[src/rtl/qbss_pkg.sv]
// shared constants and types of the quote and bracket aware statement splitter
package qbss_pkg;

  // default stack depth for bracket nesting
  localparam int MAX_NESTING_DEFAULT = 16;

  // result kinds
  typedef logic [2:0] kind_t;
  localparam kind_t K_CHAR           = 3'd0;
  localparam kind_t K_END            = 3'd1;
  localparam kind_t K_DONE           = 3'd2;
  localparam kind_t K_SEMI_IN_BRACES = 3'd3;
  localparam kind_t K_MISMATCH       = 3'd4;
  localparam kind_t K_OVERFLOW       = 3'd5;
  localparam kind_t K_HALTED         = 3'd6;

  // characters of interest
  localparam logic [7:0] CH_SEMI      = 8'h3B;
  localparam logic [7:0] CH_LCURLY    = 8'h7B;
  localparam logic [7:0] CH_LSQUARE   = 8'h5B;
  localparam logic [7:0] CH_RCURLY    = 8'h7D;
  localparam logic [7:0] CH_RSQUARE   = 8'h5D;
  localparam logic [7:0] CH_QUOTE     = 8'h22;
  localparam logic [7:0] CH_BACKSLASH = 8'h5C;

  // one result item as held in the output stages
  typedef struct packed {
    kind_t      kind;
    logic [7:0] data;
  } result_t;

endpackage

[src/rtl/qbss_ram.sv]
// generic single write port ram with registered read
module qbss_ram #(
  parameter int WIDTH = 1,
  parameter int DEPTH = 16
) (
  input  logic                     clk,
  input  logic                     wr_en,
  input  logic [$clog2(DEPTH)-1:0] wr_addr,
  input  logic [WIDTH-1:0]         wr_data,
  input  logic [$clog2(DEPTH)-1:0] rd_addr,
  output logic [WIDTH-1:0]         rd_data
);

  logic [WIDTH-1:0] mem [DEPTH];

  // write and registered read
  always_ff @(posedge clk) begin
    if (wr_en) begin
      mem[wr_addr] <= wr_data;
    end
    rd_data <= mem[rd_addr];
  end

endmodule

[src/rtl/quote_bracket_statement_splitter.sv]
// top level of the quote and bracket aware statement splitter
//
// Text enters one byte per item on the s_ channel; s_tlast marks the final
// item of a text, whose byte is dropped and which reports the outcome of the
// whole text and clears all state. Every input item gives exactly one result
// item on the m_ channel: a statement character with its byte, a statement
// end, text done, or an error kind. After an error every further byte reports
// halted until the final item.
// Throughput is one item per cycle while s_tready is high; each result is
// registered. The bracket stack lives in a small ram; the top entry is held
// in a register and the entry below it is read from the ram every cycle at
// the address the next depth implies, so a push or pop never waits for it.
// A two entry output stage (output register plus skid register) keeps
// s_tready high while one result waits; s_tready is low only while both hold
// results, and rises the cycle after m_tready takes the waiting item.
// Reset (rst, synchronous) empties the stack, clears the quote and halt
// flags and discards any results held in the output stage.
module quote_bracket_statement_splitter #(
  parameter int MAX_NESTING = qbss_pkg::MAX_NESTING_DEFAULT
) (
  input  logic       clk,
  input  logic       rst,
  input  logic       s_tvalid,
  output logic       s_tready,
  input  logic [7:0] s_tdata,   // [7:0] text_byte
  input  logic       s_tlast,   // final_item
  output logic       m_tvalid,
  input  logic       m_tready,
  output logic [7:0] m_tdata,   // [7:0] out_byte
  output logic [2:0] m_tuser    // [2:0] kind
);

  localparam int DW = $clog2(MAX_NESTING + 1);
  localparam int AW = $clog2(MAX_NESTING);

  // parser state
  logic          in_quote, in_quote_next;
  logic [7:0]    prev_byte, prev_byte_next;
  logic [DW-1:0] depth, depth_next;
  logic          halted, halted_next;
  logic          top_kind, top_kind_next;
  logic          below_kind;

  logic              accept;
  logic              push;
  qbss_pkg::result_t res;
  logic              top_curly;
  logic [DW-1:0]     depth_eff;
  logic [AW-1:0]     rd_addr;

  // output stage
  logic              out_valid, skid_valid;
  qbss_pkg::result_t out_res, skid_res;

  assign s_tready = !skid_valid;
  assign accept   = s_tvalid && s_tready;
  assign top_curly = (depth != '0) && top_kind;

  // per byte update of quote, stack and halt state
  always_comb begin
    in_quote_next  = in_quote;
    prev_byte_next = prev_byte;
    depth_next     = depth;
    halted_next    = halted;
    top_kind_next  = top_kind;
    push           = 1'b0;
    res.kind       = qbss_pkg::K_CHAR;
    res.data       = s_tdata;
    if (s_tlast) begin
      res.kind       = halted ? qbss_pkg::K_HALTED : qbss_pkg::K_DONE;
      in_quote_next  = 1'b0;
      prev_byte_next = '0;
      depth_next     = '0;
      halted_next    = 1'b0;
    end else if (halted) begin
      res.kind = qbss_pkg::K_HALTED;
    end else begin
      prev_byte_next = s_tdata;
      if (s_tdata == qbss_pkg::CH_SEMI && !in_quote && depth == '0) begin
        res.kind = qbss_pkg::K_END;
      end else if (s_tdata == qbss_pkg::CH_SEMI && !in_quote && top_curly) begin
        res.kind    = qbss_pkg::K_SEMI_IN_BRACES;
        halted_next = 1'b1;
      end else if (s_tdata == qbss_pkg::CH_QUOTE) begin
        if (!in_quote) begin
          in_quote_next = 1'b1;
        end else if (prev_byte != qbss_pkg::CH_BACKSLASH) begin
          in_quote_next = 1'b0;
        end
      end else if (!in_quote) begin
        if (s_tdata == qbss_pkg::CH_LCURLY || s_tdata == qbss_pkg::CH_LSQUARE) begin
          if (depth == DW'(MAX_NESTING)) begin
            res.kind    = qbss_pkg::K_OVERFLOW;
            halted_next = 1'b1;
          end else begin
            push          = 1'b1;
            top_kind_next = (s_tdata == qbss_pkg::CH_LCURLY);
            depth_next    = depth + DW'(1);
          end
        end else if (s_tdata == qbss_pkg::CH_RCURLY
                     || s_tdata == qbss_pkg::CH_RSQUARE) begin
          if (depth == '0 || top_curly != (s_tdata == qbss_pkg::CH_RCURLY)) begin
            res.kind    = qbss_pkg::K_MISMATCH;
            halted_next = 1'b1;
          end else begin
            depth_next    = depth - DW'(1);
            top_kind_next = below_kind;
          end
        end
      end
    end
    if (res.kind != qbss_pkg::K_CHAR) begin
      res.data = '0;
    end
  end

  // entry below the top, fetched for the depth of the next cycle
  assign depth_eff = accept ? depth_next : depth;
  assign rd_addr   = (depth_eff > DW'(1)) ? AW'(depth_eff - DW'(2)) : '0;

  qbss_ram #(
    .WIDTH (1),
    .DEPTH (MAX_NESTING)
  ) u_stack (
    .clk     (clk),
    .wr_en   (accept && push),
    .wr_addr (AW'(depth)),
    .wr_data (top_kind_next),
    .rd_addr (rd_addr),
    .rd_data (below_kind)
  );

  // parser state registers
  always_ff @(posedge clk) begin
    if (rst) begin
      in_quote  <= 1'b0;
      prev_byte <= '0;
      depth     <= '0;
      halted    <= 1'b0;
      top_kind  <= 1'b0;
    end else if (accept) begin
      in_quote  <= in_quote_next;
      prev_byte <= prev_byte_next;
      depth     <= depth_next;
      halted    <= halted_next;
      top_kind  <= top_kind_next;
    end
  end

  // output register with skid stage
  always_ff @(posedge clk) begin
    if (rst) begin
      out_valid  <= 1'b0;
      skid_valid <= 1'b0;
    end else if (!out_valid || m_tready) begin
      if (skid_valid) begin
        out_valid  <= 1'b1;
        skid_valid <= 1'b0;
      end else begin
        out_valid <= accept;
      end
    end else if (accept) begin
      skid_valid <= 1'b1;
    end
  end

  always_ff @(posedge clk) begin
    if (!out_valid || m_tready) begin
      if (skid_valid) begin
        out_res <= skid_res;
      end else if (accept) begin
        out_res <= res;
      end
    end else if (accept) begin
      skid_res <= res;
    end
  end

  assign m_tvalid = out_valid;
  assign m_tdata  = out_res.data;
  assign m_tuser  = out_res.kind;

  // checks
  a_skid_behind_out: assert property (@(posedge clk) disable iff (rst)
    skid_valid |-> out_valid)
    else $error("skid register holds an item while the output register is empty");

  a_depth_bound: assert property (@(posedge clk) disable iff (rst)
    depth <= DW'(MAX_NESTING))
    else $error("nesting depth beyond stack size");

  a_final_clears: assert property (@(posedge clk) disable iff (rst)
    (accept && s_tlast) |=> (depth == '0 && !halted && !in_quote))
    else $error("final item did not clear parser state");

  a_halt_holds: assert property (@(posedge clk) disable iff (rst)
    (accept && halted && !s_tlast) |=> (halted && $stable(depth)))
    else $error("halted state changed on a non-final item");

endmodule

[config.mk]
export PLATFORM = sky130hd
export DESIGN_NAME = quote_bracket_statement_splitter
export DESIGN_NICKNAME = d
export VERILOG_FILES = /design/src/rtl/qbss_pkg.sv /design/src/rtl/qbss_ram.sv /design/src/rtl/quote_bracket_statement_splitter.sv
export SDC_FILE = /design/constraint.sdc
export NUM_CORES = 1
export LEC_CHECK = 0
export BUFFER_PORTS_ARGS = -buffer_cell sky130_fd_sc_hd__buf_4
export CAP_MARGIN = 40
export CORE_ASPECT_RATIO = 0.75
export CORE_MARGIN = 1.5
export CORE_UTILIZATION = 35
export CTS_CLUSTER_DIAMETER = 150
export DETAILED_ROUTE_END_ITERATION = 16
export SYNTH_ARGS = -nofsm -noshare
export SYNTH_HDL_FRONTEND = slang
export SYNTH_SLANG_ARGS = --single-unit
export TNS_END_PERCENT = 20
[constraint.sdc]
create_clock -name clk -period 7.2 [get_ports clk]
set_input_delay 2.16 -clock clk [delete_from_list [all_inputs] [get_ports clk]]
set_output_delay 2.16 -clock clk [all_outputs]
set_load 0.02 [all_outputs]
==> impl_metrics.yaml, run 1 <==
drt:
  drc_errors: 0
  vias: 2510
  detail-route-antenna-nets: 0
  wl_per_cell_um: 18.5
  drtIter0Drc: 242
  via_per_inst: 5.68
  wl_um: 8180
  dr.pass1.iters: 7
placed_design:
  place_inst: 426
  gp_congestion: 0.839
  io_buffers: 25
  dp_hpwl_um: 5770
grt:
  antenna_found_initial: 0
  overflow: 0
  grt_pass1_wl_um: 13200
  global_route.usage.total: 0.181
  grt_max_degree: 19
  grt_pass1_vias: 2419
final_layout:
  fillers: 841
  multi_input_area_um2: 1510
  nNetsFinal: 349
  synthToLayoutAreaGrowth_pct: 17.2
  antenna_cells: 0
  layout.cells.non_filler: 442
  drive_above_1_share: 0.201
  regArea_um2: 1520
timing:
  period_needed_ps: 5590
  relSlewSlack: 0.271
  tns_ps: 0
  finalSetupViolCount: 0
  final_max_slew_viol_count: 0
  worstMarginPinSlew_ps: 1090
  finClkSkew_ps: 8.01
  timing.fmax_ghz: 0.179
  period_share: 0.776
  rsz0062_at_grt: "no"
  hold_violations: 0
power_and_ir_drop:
  pwr_density_cell_nw_per_um2: 220
  p_leak_nw: 1.34
  power_mw: 0.811
  ir_drop_mv: 0.115
min_path:
  holdPathEnd: "prev_byte[3]$_SDFFE_PP0P_"
  worstHoldStart: "prev_byte[3]$_SDFFE_PP0P_"
  hold_depth: 2
  hp-class: "register to register"
die:
  die_h_um: 85.1
  fp.dieW_um: 112
  core-area_um2: 8600
  rows: 29
  die-area_um2: 9570
  io_pins: 26
  initial_core_util: 0.366
worst_setup_path:
  arrival_ps: 5850
  crit_path_top_delay_cell: "a32oi_1"
  crit_type: "input pin to register"
  cp-start-kind: "input pin"
  worstPathCellList: "buf_4 > nand3b_1 > or4_1 > o21bai_1 > a32oi_1 > ha_1 > nor2b_1 > a21oi_1 > o21ai_1 > mux2i_1 > or2_1 > a211o_1 > a2bb2oi_1"
  slowest_delay_ps: 840
  rrSetupSlack_ps: 2910
  reg2reg_to: "u_stack.rd_data$_DFF_P_"
  r2r-start: "depth[0]$_SDFF_PP0_"
  crit_fanout: 13
  endpoint_kind: "register"
  cp.required_ps: 7460
  rr_worst_depth: 14
synthesis:
  yosys_warnings: 0
  synth-seq-cells: 57
  ys_seq_area_frac: 0.483
  synth_cells: 306
  synth_cell_types: 70
  syn_area_per_cell_um2: 10.3
  synth_edf_count: 38
  syn-num-nets: 326
  netlist_area_um2: 3150
  synth_flop_cell: "edfxtp_1"
  synth-async-reset-ratio: 0
clocking:
  cts_max_level: 3
  root_buffer: "clkbuf_16"
  ctsHoldBuffers: 0
  postCtsSetupRepairBufs: 0
  postCtsResizedCells: 0
  insertion_delay_ps: 330
  cts_buffer_depth: 2
  cts_inserted_buffers: 9
  clk_pin_slew_ps: 50
  cts_tree: "built"
  cts_num_sinks: 57
run_status:
  status: "finished clean"
job:
  drv_cap: 0
[cells in the final DEF (no fill, tap or decap), drive strengths merged, types with 3 or more instances in the layout]
cell | synthesis | layout
clkinv | 0 | 4
o31ai | 4 | 4
and4b | 3 | 3
nor3 | 17 | 17
or3 | 3 | 3
and2 | 12 | 12
mux2 | 13 | 13
clkbuf | 13 | 11
inv | 10 | 10
edfxtp | 38 | 38
or2 | 3 | 3
nor4b | 3 | 3
ha | 7 | 7
a22oi | 9 | 9
nand2 | 21 | 21
buf | 3 | 28
dfxtp | 19 | 19
nand2b | 3 | 3
nor4 | 3 | 3
nor2 | 44 | 44
mux2i | 3 | 3
a21oi | 10 | 10
o21ai | 9 | 9
nand4b | 3 | 3
nor2b | 4 | 4
[routing by layer]
layer  vias to the layer above  part of all wire  global-route usage
li1                       1196                 -                   -
met1                      1191              0.51               0.280
met2                       103              0.39               0.239
met3                        20             0.079              0.0471
met4                         0             0.019              0.0656
met5                         -                 0                   0
[synth_stat cells, types with 7 or more instances]
cell	n	area share
a22oi_1	9	0.021
ha_1	7	0.028
nor2_1	43	0.051
o21ai_0	7	0.011
and2_1	12	0.024
clkbuf_1	13	0.016
nor3_1	16	0.025
a21oi_1	10	0.016
nand2_1	21	0.025
mux2_2	13	0.047
dfxtp_1	19	0.12
inv_1	10	0.012
edfxtp_1	38	0.36
[area by class of cell]
type | instances | share of cell area
sequential | 57 | 0.413
clock buffer | 11 | 0.0658
tap | 108 | 0.0366
clock inverter | 5 | 0.00848
inverter | 10 | 0.0102
multi-input combinational | 223 | 0.410
timing repair buffer | 28 | 0.0563
[power breakdown]
group          switching, mW  internal [mW]
Clock                  0.153          0.241
Sequential           0.00314          0.357
Combinational         0.0351         0.0230
Total                  0.191          0.621
[registers in the layout (all words and copies together), names as in the netlist]
register	count
skid_res	11
u_stack.rd_data	1
m_tuser	3
prev_byte	8
halted	1
top_kind	1
m_tdata	8
in_quote	1
u_stack.mem	16
depth	5
m_tvalid	1
skid_valid	1
[kinds of logic after synthesis]
kind of cell             count (synthesis)  synth area share
AO/OA/AOI/OAI                           64             0.154
XOR/XNOR                                 2           0.00557
adder cells (fa/ha/maj)                  7            0.0278
buffers and inverters                   26            0.0362
flip-flops                              57             0.483
multiplexers                            16            0.0561
AND/OR/NAND/NOR                        134             0.237
[critical path: cells and delay by family]
kind            cells  cell delay [ps]
compound gates      6             1730
simple gates        4             1320
fa+ha+maj           1              390
buf+inv             1              130
mux                 1              110
[per-stage QoR]
| stage | util | area, um2 | hold slack [ps] | worst slack [ps] |
|---|---|---|---|---|
| final | 0.429 | 3690 | 500 | 1610 |
| after global routing | 0.429 | 3690 | 529 | 1350 |
| after CTS | 0.429 | 3690 | 508 | 1700 |
| after detailed placement | 0.397 | 3410 | 495 | 1350 |
| after global placement | 0.395 | 3400 | 481 | 1510 |
| after floorplan | - | 3150 | 457 | 2080 |
[worst max path at each step]
stage                              endpoint       start
floorplan           u_stack.rd_data$_DFF_P_  s_tdata[7]
global placement    u_stack.rd_data$_DFF_P_  s_tdata[7]
detailed placement  u_stack.rd_data$_DFF_P_  s_tdata[7]
CTS                 u_stack.rd_data$_DFF_P_  s_tdata[7]
global route        u_stack.rd_data$_DFF_P_  s_tdata[7]
finish              u_stack.rd_data$_DFF_P_  s_tdata[7]
No activity file was read; power rests on OpenSTA's default activity.
==> run 2, diff against run 1 <==
clock period = 4.6 ns   (was 7.2 ns; I/O delays follow)
==> run 2 against run 1 <==
  * Via count decreased by 1.6%
  * Largest power group unchanged
  * Largest cell class unchanged
  * First-iteration DRC count decreased by 2.9%
  * Die area unchanged
  * Highest routed layer unchanged
==> impl_metrics.yaml, run 2 (synthesized netlist as in run 1, its figures left out) <==
run_status:
  status: "finished clean"
final_layout:
  mostFrequentLayoutCell: "nor2_1"
  fillers: 814
  largestRegisters: "u_stack.mem: 16 flops, skid_res: 11 flops"
  drive_above_1_share: 0.222
  nNetsFinal: 358
  antenna_cells: 0
  largest_register_ff_count: 16
  top_register: "u_stack.mem"
  synthToLayoutAreaGrowth_pct: 20.1
  layout_common_cells: "nor2_1, edfxtp_1, buf_4"
worst_setup_path:
  crit_path_top_delay_cell: "o41ai_2"
  worstPathCellList: "buf_4 > nand4b_2 > o41ai_2 > o31ai_1 > o311ai_2 > ha_1 > o21ai_0 > a32oi_2 > nor2_2 > or4b_1 > a21oi_1 > a2bb2oi_1"
  cp-start-kind: "input pin"
  endpoint_kind: "register"
  cp.required_ps: 4860
  crit_fanout: 12
  crit_family: "compound AO/OA/AOI/OAI gates"
  slowest_delay_ps: 690
  arrival_ps: 4550
  crit_type: "input pin to register"
  cp.buffers_inverters: 1
die:
  die-area_um2: 9570
  die_h_um: 85.1
  fp.dieW_um: 112
  io_pins: 26
  rows: 29
  initial_core_util: 0.366
  core-area_um2: 8600
timing:
  holdWs_ps: 502
  timing.fmax_ghz: 0.233
  period_needed_ps: 4290
  relSlewSlack: 0.521
  worstMarginPinSlew_ps: 709
  finClkSkew_ps: 11.7
  final_max_slew_viol_count: 0
  finalSetupViolCount: 0
  hold_violations: 0
  period_share: 0.933
  tns_ps: 0
  rsz0062_at_grt: "no"
power_and_ir_drop:
  p_leak_nw: 1.39
  ir_drop_mv: 0.160
  pwr_density_cell_nw_per_um2: 350
placed_design:
  io_buffers: 25
  gp_congestion: 0.864
  dp_hpwl_um: 5760
grt:
  grt_pass1_vias: 2514
  overflow: 0
  global_route.usage.total: 0.181
  antenna_found_initial: 0
  grt_max_degree: 19
  grt_pass1_wl_um: 13300
min_path:
  hp-class: "register to register"
clocking:
  cts_inserted_buffers: 9
  root_buffer: "clkbuf_16"
  ctsHoldBuffers: 0
  cts_max_level: 3
  insertion_delay_ps: 330
  cts_tree: "built"
  cts_buffer_depth: 2
  postCtsSetupRepairBufs: 0
  cts_num_sinks: 57
  clk_pin_slew_ps: 50
  postCtsResizedCells: 0
job:
  drv_cap: 0
drt:
  dr.pass1.iters: 6
  drtIter0Drc: 235
  detail-route-antenna-nets: 0
  wl_per_cell_um: 17.9
  drc_errors: 0
  via_per_inst: 5.48
  wl_um: 8070
  vias: 2470
run 2: cell types whose count changed in the layout (fill, tap and decap cells not counted), sizes merged:
cell      delta
bufinv       +1
clkinvlp     +1
clkinv       -2
buf          +9
run 2: area by class of cell:
type | instances | area, um2 | area share
Multi-Input combinational cell | 223 | 1510 | 0.400
Clock buffer | 11 | 243 | 0.0642
Inverter | 10 | 37.5 | 0.00993
Tap cell | 108 | 135 | 0.0358
Sequential cell | 57 | 1520 | 0.403
Timing Repair Buffer | 37 | 275 | 0.0728
Clock inverter | 5 | 55.1 | 0.0146
run 2: where the power goes:
part / switching, mW / total (mW) / internal (mW)
combinational: 0.0544 / 0.0917 / 0.0372
clock: 0.234 / 0.665 / 0.431
sequential: 0.00497 / 0.564 / 0.559
run 2: worst paths after layout:
kind | startpoint | to | slack (ps) | depth (start not counted)
setup / recovery | s_tdata[2] | u_stack.rd_data$_DFF_P_ | 310 | 12
hold / removal | prev_byte[6]$_SDFFE_PP0P_ | prev_byte[6]$_SDFFE_PP0P_ | 500 | 2
setup reg to reg | depth[0]$_SDFF_PP0_ | u_stack.rd_data$_DFF_P_ | 640 | 13
hold reg to reg | prev_byte[6]$_SDFFE_PP0P_ | prev_byte[6]$_SDFFE_PP0P_ | 500 | 2
run 2: worst register-to-register path: stages (launching register included):
cell and delay [ps]:
dfxtp_1 380, inv_1 170, ha_1 230, nor4b_4 470, o41a_1 240, or3b_1 370
o311ai_2 510, ha_1 260, o21ai_0 140, a32oi_2 240, nor2_2 100, or4b_1 480
a21oi_1 160, a2bb2oi_1 160
run 2: per-stage QoR:
step | std cells | area [um2] | total power [mW] | util | setup slack [ps]
after floorplan | 306 | 3150 | 0.626 | - | 260
after global placement | 433 | 3470 | 0.663 | 0.403 | 201
after detailed placement | 435 | 3480 | 0.665 | 0.405 | 90.0
after CTS | 451 | 3780 | 1.33 | 0.439 | 384
after global routing | 451 | 3780 | 1.35 | 0.439 | 116
final | 451 | 3780 | 1.32 | 0.439 | 309
run 2: layer usage:
layer  track usage  wire (um)  up-vias
met3        0.0521        525        8
met5             0          0        -
met2         0.250       3370       79
met4        0.0667         93        0
met1         0.266       4090     1170
li1              -          -     1213
==> run 3, diff against run 2 <==
==> constraint.sdc (replaced) <==
create_clock -name clk -period 4.6 [get_ports clk]
set_input_delay 0.46 -clock clk [delete_from_list [all_inputs] [get_ports clk]]
set_output_delay 0.46 -clock clk [all_outputs]
set_load 0.02 [all_outputs]
==> run 3 against run 2 <==
  * The run now ends with DRC left
  * Non-clock buffer count down 7
  * Design area down 0.53%
  * Wire length down 2.8%
  * Hold slack worse by 62 ps
  * Global-route usage down 0.61 points
  * Sequential share of layout area up 0.21 points
  * Clock power up 10%
  * Utilization down 0.23 points
  * Fmax up 6.3%
  * Total power up 4.9%
==> impl_metrics.yaml, run 3 (synthesized netlist as in run 1, its figures left out) <==
worst_setup_path:
  crit_fanout: 7
  endpoint_kind: "register"
  crit_family: "compound AO/OA/AOI/OAI gates"
  worstPathCellList: "inv_1 > ha_1 > nor4b_4 > nor4_1 > mux2i_1 > o311ai_2 > ha_1 > nor2b_1 > a21oi_1 > o21ai_1 > mux2i_1 > or2_1 > a211o_1 > a2bb2oi_1"
  cp-start-kind: "register"
  cp.buffers_inverters: 1
  cp.required_ps: 4860
  arrival_ps: 4290
  slowest_delay_ps: 670
  crit_type: "register to register"
  crit_path_top_delay_cell: "nor4_1"
power_and_ir_drop:
  p_leak_nw: 1.37
  ir_drop_mv: 0.167
  pwr_density_cell_nw_per_um2: 369
timing:
  tns_ps: 0
  finClkSkew_ps: 9.65
  period_share: 0.877
  final_max_slew_viol_count: 0
  relSlewSlack: 0.532
  worstMarginPinSlew_ps: 695
  timing.fmax_ghz: 0.248
  rsz0062_at_grt: "no"
  hold_violations: 0
  finalSetupViolCount: 0
  period_needed_ps: 4040
grt:
  antenna_found_initial: 0
  grt_max_degree: 19
  global_route.usage.total: 0.174
  grt_pass1_wl_um: 13000
  grt_pass1_vias: 2481
  overflow: 0
final_layout:
  layout_common_cells: "nor2_1, edfxtp_1, buf_4"
  mostFrequentLayoutCell: "nor2_1"
  fillers: 795
  drive_above_1_share: 0.208
  stdcell_area_um2: 3760
  top_register: "u_stack.mem"
  largest_register_ff_count: 16
  antenna_cells: 0
  synthToLayoutAreaGrowth_pct: 19.4
  largestRegisters: "u_stack.mem: 16 flops, skid_res: 11 flops"
  layout.cells.non_filler: 444
  nNetsFinal: 351
clocking:
  ctsHoldBuffers: 0
  cts_tree: "built"
  postCtsResizedCells: 0
  cts_inserted_buffers: 9
  cts_num_sinks: 57
  insertion_delay_ps: 330
  cts_max_level: 3
  cts_buffer_depth: 2
  clk_pin_slew_ps: 60
  postCtsSetupRepairBufs: 0
  root_buffer: "clkbuf_16"
drt:
  wl_per_cell_um: 17.7
  via_per_inst: 5.63
  wl_um: 7850
  drc_errors: 3
  dr.pass1.iters: 11
  drtIter0Drc: 224
  vias: 2499
  detail-route-antenna-nets: 0
placed_design:
  dp_hpwl_um: 5460
  gp_congestion: 0.916
  io_buffers: 25
  place_inst: 428
  dpl-instance-area_um2: 3430
min_path:
  hp-class: "input pin to register"
run_status:
  failed_checks: "DRC"
  status: "finished, violations left"
die:
  io_pins: 26
  fp.dieW_um: 112
  core-area_um2: 8600
  initial_core_util: 0.366
  die_h_um: 85.1
  die-area_um2: 9570
  rows: 29
job:
  drv_cap: 0
## run 3: tightest hold or removal path: stages
cell and delay [ps]:
buf_4 110, a22oi_1 80, nor2_1 80
## run 3: report_power, final
part	switching (mW)	total, mW	internal (mW)
clock	0.243	0.732	0.489
sequential	0.00480	0.563	0.559
combinational	0.0546	0.0909	0.0363
total	0.302	1.39	1.08
## run 3: per-stage QoR
stage | power (mW) | hold slack [ps] | worst slack, ps | utilization
finish | 1.39 | 440 | 564 | 0.437
CTS | 1.40 | 436 | 593 | 0.437
global route | 1.43 | 447 | 274 | 0.437
floorplan | 0.626 | 457 | 1180 | -
detailed placement | 0.664 | 486 | 723 | 0.399
global placement | 0.663 | 482 | 924 | 0.398
## run 3: worst paths after layout
check | depth (start not counted) | to | from | slack [ps]
max | 14 | u_stack.rd_data$_DFF_P_ | depth[0]$_SDFF_PP0_ | 560
min | 3 | prev_byte[2]$_SDFFE_PP0P_ | s_tdata[2] | 440
max reg2reg | 14 | u_stack.rd_data$_DFF_P_ | depth[0]$_SDFF_PP0_ | 560
min reg2reg | 2 | prev_byte[6]$_SDFFE_PP0P_ | prev_byte[6]$_SDFFE_PP0P_ | 500
## run 3: final cells by class
class | instances | area [um2] | share of cell area
flip-flops and latches | 57 | 1520 | 0.405
multi-input cells | 223 | 1510 | 0.402
clock buffers | 10 | 239 | 0.0636
repair buffers | 30 | 225 | 0.0599
well taps | 108 | 135 | 0.0360
clock inverters | 6 | 88.8 | 0.0236
inverters | 10 | 37.5 | 0.00999
## run 3: per-layer routing
metal  global-route usage  up-vias  part of all wire
met5                    0        -                 0
met4               0.0449        0            0.0097
met3               0.0500        6             0.070
met2                0.248       80              0.43
met1                0.259     1213              0.49
li1                     -     1200                 -
